--- src/design/sfb_pkg.sv ---
// serial frame builder: shared types and constants
// used by sfb_seq, sfb_out and serial_frame_builder_core; no dependencies
`default_nettype none

package sfb_pkg;

  localparam logic [7:0] HEADER_BYTE = 8'hA5;
  localparam logic [7:0] FOOTER_0    = 8'hCC;
  localparam logic [7:0] FOOTER_1    = 8'h33;
  localparam logic [7:0] FOOTER_2    = 8'hC3;
  localparam logic [7:0] FOOTER_3    = 8'h3C;

  // which byte of the frame the sequencer emits next
  typedef enum logic [8:0] {
    STEP_HDR    = 9'b000000001,
    STEP_LEN_HI = 9'b000000010,
    STEP_LEN_LO = 9'b000000100,
    STEP_PAY    = 9'b000001000,
    STEP_FT0    = 9'b000010000,
    STEP_FT1    = 9'b000100000,
    STEP_FT2    = 9'b001000000,
    STEP_FT3    = 9'b010000000,
    STEP_PAR    = 9'b100000000
  } step_t;

  typedef struct packed {
    logic [7:0] data;
    logic       frame_done;
    logic       run_last;
  } result_t;

  typedef struct packed {
    logic busy;
    logic in_frame;
  } seq_stat_t;

endpackage : sfb_pkg

`default_nettype wire

--- src/design/sfb_seq.sv ---
// serial frame builder: item register and byte sequencer with running parity
// depends on sfb_pkg
`default_nettype none

module sfb_seq
  import sfb_pkg::*;
(
  input  wire logic        clk,
  input  wire logic        rst_n,
  input  wire logic        in_valid,
  output logic             in_ready,
  input  wire logic [7:0]  in_payload_byte,
  input  wire logic [15:0] in_frame_length,
  input  wire logic        in_last_payload,
  output logic             res_valid,
  input  wire logic        res_ready,
  output result_t          res,
  output seq_stat_t        stat
);

  logic        busy_r, busy_nxt;
  logic        in_frame_r, in_frame_nxt;
  logic [7:0]  parity_r, parity_nxt;
  step_t       step_r, step_nxt, step_adv;
  logic [7:0]  pb_r;
  logic [15:0] len_r;
  logic        last_r;
  logic        emit;
  logic        accept;
  logic        final_step;

  always_comb begin
    res.frame_done = 1'b0;
    res.run_last   = final_step;
    step_adv       = STEP_PAR;
    unique case (step_r)
      STEP_HDR: begin
        res.data = HEADER_BYTE;
        step_adv = STEP_LEN_HI;
      end
      STEP_LEN_HI: begin
        res.data = len_r[15:8];
        step_adv = STEP_LEN_LO;
      end
      STEP_LEN_LO: begin
        res.data = len_r[7:0];
        step_adv = STEP_PAY;
      end
      STEP_PAY: begin
        res.data = pb_r;
        step_adv = STEP_FT0;
      end
      STEP_FT0: begin
        res.data = FOOTER_0;
        step_adv = STEP_FT1;
      end
      STEP_FT1: begin
        res.data = FOOTER_1;
        step_adv = STEP_FT2;
      end
      STEP_FT2: begin
        res.data = FOOTER_2;
        step_adv = STEP_FT3;
      end
      STEP_FT3: begin
        res.data = FOOTER_3;
        step_adv = STEP_PAR;
      end
      STEP_PAR: begin
        res.data       = parity_r;
        res.frame_done = 1'b1;
      end
      default: begin
        res.data = parity_r;
      end
    endcase
  end

  assign final_step   = ((step_r == STEP_PAY) && !last_r) || (step_r == STEP_PAR);
  assign res_valid    = busy_r;
  assign emit         = busy_r && res_ready;
  assign in_ready     = !busy_r || (res_ready && final_step);
  assign accept       = in_valid && in_ready;

  always_comb begin
    in_frame_nxt = in_frame_r;
    parity_nxt   = parity_r;
    if (emit) begin
      if (step_r == STEP_PAR) begin
        in_frame_nxt = 1'b0;
        parity_nxt   = '0;
      end else begin
        parity_nxt = parity_r ^ res.data;
        if (step_r == STEP_HDR) begin
          in_frame_nxt = 1'b1;
        end
      end
    end
  end

  always_comb begin
    busy_nxt = busy_r;
    step_nxt = step_r;
    if (accept) begin
      busy_nxt = 1'b1;
      step_nxt = in_frame_nxt ? STEP_PAY : STEP_HDR;
    end else if (emit) begin
      if (final_step) begin
        busy_nxt = 1'b0;
      end else begin
        step_nxt = step_adv;
      end
    end
  end

  always_ff @(posedge clk) begin
    if (!rst_n) begin
      busy_r     <= 1'b0;
      in_frame_r <= 1'b0;
      parity_r   <= '0;
      step_r     <= STEP_HDR;
    end else begin
      busy_r     <= busy_nxt;
      in_frame_r <= in_frame_nxt;
      parity_r   <= parity_nxt;
      step_r     <= step_nxt;
    end
  end

  always_ff @(posedge clk) begin
    if (accept) begin
      pb_r   <= in_payload_byte;
      len_r  <= in_frame_length;
      last_r <= in_last_payload;
    end
  end

  assign stat.busy     = busy_r;
  assign stat.in_frame = in_frame_r;

endmodule : sfb_seq

`default_nettype wire

--- src/design/sfb_out.sv ---
// serial frame builder: output register between sequencer and receiver
// depends on sfb_pkg
`default_nettype none

module sfb_out
  import sfb_pkg::*;
(
  input  wire logic     clk,
  input  wire logic     rst_n,
  input  wire logic     res_valid,
  output logic          res_ready,
  input  wire result_t  res,
  output logic          out_valid,
  input  wire logic     out_ready,
  output result_t       out_res
);

  logic    valid_r, valid_nxt;
  result_t data_r;

  assign res_ready = !valid_r || out_ready;

  always_comb begin
    valid_nxt = valid_r;
    if (res_ready) begin
      valid_nxt = res_valid;
    end
  end

  always_ff @(posedge clk) begin
    if (!rst_n) begin
      valid_r <= 1'b0;
    end else begin
      valid_r <= valid_nxt;
    end
  end

  always_ff @(posedge clk) begin
    if (res_valid && res_ready) begin
      data_r <= res;
    end
  end

  assign out_valid = valid_r;
  assign out_res   = data_r;

endmodule : sfb_out

`default_nettype wire

--- src/design/serial_frame_builder_core.sv ---
// serial frame builder top level: wraps payload beats into display command frames
// depends on sfb_pkg, sfb_seq and sfb_out
//
// input channel: in_valid/in_ready with one payload byte, the frame length and
// a last flag per beat. result channel: out_valid/out_ready with one frame byte
// per beat, frame_done on the closing parity byte and run_last on the final
// byte that an input beat causes.
// the first payload beat of a frame gives header, length high, length low and
// the payload byte; later beats give one byte; a last beat adds four footer
// bytes and the parity byte. while the receiver does not stall, the sequencer
// emits one frame byte per cycle; an input beat gives 1 byte in mid frame, 4
// when it opens a frame, 6 when it closes one and 9 for a one-byte frame; the
// next beat is taken in the same cycle as the final byte of the current one.
// an input beat reaches the output through the item register and the output register.
// reset clears the parity and the open-frame flag and empties both registers.
// when the receiver stalls, the output register holds and the sequencer and
// input channel stall behind it; nothing is dropped.
`default_nettype none

module serial_frame_builder_core
  import sfb_pkg::*;
(
  input  wire logic        clk,
  input  wire logic        rst_n,
  input  wire logic        in_valid,
  output logic             in_ready,
  input  wire logic [7:0]  in_payload_byte,
  input  wire logic [15:0] in_frame_length,
  input  wire logic        in_last_payload,
  output logic             out_valid,
  input  wire logic        out_ready,
  output logic [7:0]       out_byte,
  output logic             out_frame_done,
  output logic             out_run_last
);

  logic      res_valid;
  logic      res_ready;
  result_t   res;
  result_t   out_res;
  seq_stat_t stat;

  sfb_seq u_seq (
    .clk             (clk),
    .rst_n           (rst_n),
    .in_valid        (in_valid),
    .in_ready        (in_ready),
    .in_payload_byte (in_payload_byte),
    .in_frame_length (in_frame_length),
    .in_last_payload (in_last_payload),
    .res_valid       (res_valid),
    .res_ready       (res_ready),
    .res             (res),
    .stat            (stat)
  );

  sfb_out u_out (
    .clk       (clk),
    .rst_n     (rst_n),
    .res_valid (res_valid),
    .res_ready (res_ready),
    .res       (res),
    .out_valid (out_valid),
    .out_ready (out_ready),
    .out_res   (out_res)
  );

  assign out_byte       = out_res.data;
  assign out_frame_done = out_res.frame_done;
  assign out_run_last   = out_res.run_last;

  a_done_ends_run: assert property (@(posedge clk) disable iff (!rst_n)
    out_valid && out_frame_done |-> out_run_last)
    else $error("frame_done beat without run_last");

  a_take_only_on_final: assert property (@(posedge clk) disable iff (!rst_n)
    in_valid && in_ready && stat.busy |-> res_valid && res_ready && res.run_last)
    else $error("input beat taken while sequencer mid item");

  a_frame_closes_on_parity: assert property (@(posedge clk) disable iff (!rst_n)
    $fell(stat.in_frame) |-> $past(res_valid && res_ready && res.frame_done))
    else $error("frame flag cleared without parity beat");

endmodule : serial_frame_builder_core

`default_nettype wire
--- config.mk ---
export PLATFORM = sky130hd
export DESIGN_NAME = serial_frame_builder_core
export DESIGN_NICKNAME = d
export VERILOG_FILES = /design/src/design/sfb_pkg.sv /design/src/design/sfb_seq.sv /design/src/design/sfb_out.sv /design/src/design/serial_frame_builder_core.sv
export SDC_FILE = /design/constraint.sdc
export NUM_CORES = 1
export LEC_CHECK = 0
export BUFFER_PORTS_ARGS = -buffer_cell sky130_fd_sc_hd__buf_2
export CAP_MARGIN = 20
export CORE_MARGIN = 10
export CORE_UTILIZATION = 40
export DETAILED_ROUTE_END_ITERATION = 12
export PLACE_DENSITY_LB_ADDON = 0.2
export SLEW_MARGIN = 10
export SYNTH_ARGS = -nofsm -noshare
export SYNTH_HDL_FRONTEND = slang
export SYNTH_SLANG_ARGS = --single-unit
--- constraint.sdc ---
create_clock -name clk -period 4.6 [get_ports clk]
set_clock_uncertainty 0.1 [all_clocks]
set_input_delay 0.92 -clock clk [delete_from_list [all_inputs] [get_ports clk]]
set_output_delay 0.92 -clock clk [all_outputs]
set_load 0.05 [all_outputs]
# Word-level counts from Yosys, hierarchy flattened
# Index checks and enable logic that the tools add are counted.
# totals
out_inout_bits,12
in_bits,29
reg_bits,55
wordCells,50
# op_classes
bitwise,1
mux,14
eq_ne,10
reduce_logical,14
# ops
cell,n
$pmux 8 s8,1
$pmux 9 s7,1
$mux 9,3
$eq 9x1->1 const B,1
$eq 9x2->1 const B,1
$eq 9x3->1 const B,1
$eq 9x4->1 const B,1
$eq 9x5->1 const B,1
$eq 9x6->1 const B,1
$eq 9x7->1 const B,1
$eq 9x8->1 const B,1
$eq 9x9->1 const B,1
$mux 8,1
$xor 8x8->8,1
$mux 1,7
$logic_and 1x1->1,4
$mux 4,1
$reduce_and 2->1,2
$reduce_bool 2->1,2
$logic_not 1->1,3
$logic_or 1x1->1,3
$ne 2x1->1 const B,1

# Logic depth before layout (Yosys ltp)
# logic_depth
ltp_word,8
depth_mapped,8
mapped_depth_nobuf,7

# Hierarchy
# From an unflattened synthesis, not the netlist that was laid out.
# hier_totals
hier_cells,238
hier_area_um2,2712.6
# modules_own_cells
module,n_inst,seq_area_each_um2,area_each_um2,cells_each
sfb_seq,1,1131.1,2354.8,223
sfb_out,1,320.3,357.8,15

# Worst setup path after synthesis
# Ideal clock, no wire load.
# synth_path
path_type,register -> register
start,reg u_seq.step_r[4]
end,reg u_seq.last_r (enable)
n_path_buf,1
setup_slack_ns,0.840
arrival_ns,3.280
path_stages_with_launch,7
required_ns,4.120
cell_sequence,dfxtp_1 -> clkbuf_1 -> nor4_1 -> o2111ai_1 -> o21ai_0 -> nand2_1 -> inv_1
# synth_between
elab_chain_cells,6
word_cells_on_any_way,7
cone_classes,eq/ne: 2; reduce/logical: 5
# synth_lines
element,line_no,rtl
start: declaration,sfb_seq.sv:24,"step_t step_r, step_nxt, step_adv;"
start signal: assignment,sfb_seq.sv:126,step_r <= step_nxt;
$eq 9x4->1,sfb_seq.sv:79,assign final_step = ((step_r == STEP_PAY) && !last_r) || (step_r == STEP_PAR);
$logic_and 1x1->1,sfb_seq.sv:79,
$logic_or 1x1->1 (*),sfb_seq.sv:79,
$logic_and 1x1->1 (*),sfb_seq.sv:82,assign in_ready = !busy_r || (res_ready && final_step);
$logic_or 1x1->1 (*),sfb_seq.sv:82,
net in_ready,serial_frame_builder_core.sv:26,"output logic in_ready,"
$logic_and 1x1->1 (*),sfb_seq.sv:83,assign accept = in_valid && in_ready;
net u_seq.accept,sfb_seq.sv:29,logic accept;
end signal: assignment,sfb_seq.sv:134,last_r <= in_last_payload;
end: declaration,sfb_seq.sv:27,logic last_r;
# The timed path passes the listed nets; every way through them passes the cells marked *.
# A chain may end at the register's enable or synchronous reset.

# Worst setup path after layout
# layout_path
start,reg u_seq.step_r[5]
end,out in_ready
# layout_between
elab_chain_cells,5
word_cells_on_any_way,6
cone_classes,eq/ne: 2; reduce/logical: 4
# layout_lines
element,line_no
$eq 9x4->1,sfb_seq.sv:79
$logic_and 1x1->1,sfb_seq.sv:79
$logic_or 1x1->1 (*),sfb_seq.sv:79
$logic_and 1x1->1 (*),sfb_seq.sv:82
$logic_or 1x1->1 (*),sfb_seq.sv:82
end: declaration,serial_frame_builder_core.sv:26
# Mark *: on every way between the ends. The rest lies on a longest branch, timed or not.

==> metrics <==
Ant. Diodes 0; Buf+Inv Stages, Crit Path 1; endpoints failing setup 0; number of global-route vias before repair 1,901; RSZ-0062 raised after global routing no; die area 0.0100 mm2; flops & latches, synth 55; Synth Area in Compound Gates 19.1%; P_leak 1.09 nW; Overflow after GRT 0; critical-path cell list nor4_1, o2111ai_1, o21ai_0, buf_2; CP Data Arrival Time 2630 ps; reg2reg setup slack 1320 ps; DR DRC count 0; GRT Overall Usage 11.5%; Die Ht 100 um; R2R depth 5; Max IR drop VDD 0.176 mV; final hold vios 0; antenna violations before repair 0; Final Cell Area 0.00289 mm2; share of cells above drive strength 1 18.3%; largest net degree at the start of global routing 26; Post-Synth Simple-Gate Area 18.0%; hold wc startpoint u_seq.parity_r[6]$_SDFFE_PN0P_; clock sinks 55; post-synthesis sequential area ratio 56.5%; Synth Area per Inst 10.4 um2; Clock Tree Root clkbuf_8; drt pass-1 iters 5; setup TNS 0 ps; clock slew at reported path FFs 100 ps; part of the cycle the worst path needs 79.5%; WHS 396 ps; Reg2Reg Launch Point u_seq.step_r[5]$_SDFFE_PN0P_; CP peak stage delay 890 ps; crit start category flop; Routed WL per cell 15.9 um; Core Rows 29; global-route wire length before repair 9420 um; synthesis-to-finish area growth 12.6%; htree depth 2; Hold Path Class reg2reg; fmax 0.274 GHz; Reg area 0.00145 mm2; EDFF count, synth 35; Post-DRT Antenna Nets 0; Synth Flop Type edfxtp_1; Synth Area in XOR/XNOR 2.04%; Final HPWL DP 4180 um; worst setup path category reg2out; total CTS buffers 5; Hold Path Stages 2; Worst slew margin 33.8%; CORE AREA 0.00628 mm2; RePlAce Congestion 0.856; P per Cell Area 386 mW/mm2; max-cap violations 0; Post-Syn Nets 277; CTS tree yes; routed wire length 5670 um; fin crit period 3650 ps; proportion of synthesized area in mux cells 0.828%; WP data required 3580 ps; yosys warns 0; # fillers 603; Vias/cell 5.46; I/O Pins 41; critical path's top delay family simple AND/OR/NAND/NOR gates; worst r2r dst u_seq.len_r[13]$_DFFE_PP_; Hold Path Sink u_seq.parity_r[6]$_SDFFE_PN0P_; main combinational cell family by area after synthesis compound AO/OA/AOI/OAI gates; clk_lat worst skew 310 ps; NumNets Final 307; area occupied by multi-input gates 0.00103 mm2; fraction of registers with async set or reset after synthesis 0%; top-count cell post-synth edfxtp_1; port buffer count 40; Slew @ Worst Pin 984 ps; Synth cell types 49; total setup buffers inserted after CTS 0; initial core utilization 40.9%; post-synth top area cell edfxtp_1; CP max-delay cell nor4_1; Max Slew Vio Count 0; # hold bufs at CTS 0; most frequent cells after synthesis edfxtp_1 (35), nand2_1 (21), dfxtp_1 (20); Cell Area, Synth 0.00257 mm2; Initial DRC Count 225; outcome complete, no violations; Synth top area share 40.9%; Area contributors post-synth edfxtp_1 (41%), dfxtp_1 (16%), nand2_1 (3.1%); detailed-route via count 1,945; adder-cell area share of the yosys netlist 0%; Die W 100 um; clock buffer depth 2; critical path peak fanout 14; cts repair resizes 0; crit end category output port; Placed Instance Area 0.00280 mm2; Syn Inst Count 248
-- cell type report --
| type | count | share of cell area, % |
|---|---|---|
| clock buffers | 5 | 2.38 |
| multi-input cells | 169 | 35.5 |
| repair buffers | 40 | 6.92 |
| inverters | 7 | 0.908 |
| flip-flops and latches | 55 | 50.2 |
| well taps | 77 | 3.33 |
| clock inverters | 3 | 0.821 |
-- cells by family (layout without fill, tap and decap cells) --
kind of cell    after synthesis  after routing
simple gates                 89             89
compound gates               72             72
flops                        55             55
buf+inv                      24             55
xor+xnor                      6              6
mux                           2              2
-- worst register-to-register path: stages (launching register included) --
cell and delay [ps]:
dfxtp_1 450, nor4_1 890, o2111ai_1 310, o21ai_0 340, nand2_1 120, inv_1 690
-- placed cells by master (no fill, tap or decap), drive strengths merged, types with 4 or more instances in the layout --
cell / instances
nor2b: 8
a22oi: 8
nor4: 5
nand4: 4
clkbuf: 5
a21o: 4
o21ai: 14
edfxtp: 35
dfxtp: 20
a21oi: 15
nand3: 8
nor2: 15
xor2: 4
inv: 8
nor3: 9
buf: 40
or4: 4
nand2: 21
o31ai: 5
-- registers in the layout, indices dropped and copies added (netlist names) --
name,flops
u_seq.parity_r,8
u_seq.in_frame_r,1
u_seq.step_r,9
u_seq.res_valid,1
u_out.out_valid,1
u_seq.len_r,16
u_seq.last_r,1
u_out.out_res,10
u_seq.pb_r,8
-- per-stage QoR --
step,total power [mW],utilization [%],instances,worst slack (ps)
3_3_place_gp,0.857,44.6,348,1410
2_1_floorplan,0.793,-,248,840
6_report,1.12,46.1,356,945
3_5_place_dp,0.858,44.6,348,1370
5_1_grt,1.18,46.1,356,748
4_1_cts,1.13,46.1,356,1020
-- power breakdown --
group          internal, mW  leakage, nW  switching (mW)  total (mW)
sequential            0.574        0.499          0.0289       0.603
clock                 0.109       0.0408           0.162       0.271
combinational        0.0790        0.549           0.166       0.245
total                 0.762         1.09           0.357        1.12
-- how the worst max path moves through the flow --
stage | from | to | slack [ps] | cells after the start
2_1_floorplan | u_seq.step_r[4]$_SDFFE_PN0P_ | u_seq.last_r$_DFFE_PP_ | 840 | 6
3_3_place_gp | u_seq.step_r[5]$_SDFFE_PN0P_ | in_ready | 1410 | 4
3_5_place_dp | u_seq.step_r[5]$_SDFFE_PN0P_ | in_ready | 1370 | 4
4_1_cts | u_seq.step_r[5]$_SDFFE_PN0P_ | in_ready | 1020 | 4
5_1_grt | u_seq.step_r[5]$_SDFFE_PN0P_ | in_ready | 750 | 4
6_report | u_seq.step_r[5]$_SDFFE_PN0P_ | in_ready | 950 | 4
-- layer usage --
metal / global-route usage (%) / vias to the layer above / wire length (um)
met1: 16.2 / 881 / 2790
li1: - / 994 / -
met5: 0 / - / 0
met3: 3.78 / 12 / 365
met2: 15.8 / 58 / 2410
met4: 4.13 / 0 / 108
No activity file was read; power rests on OpenSTA's default activity.
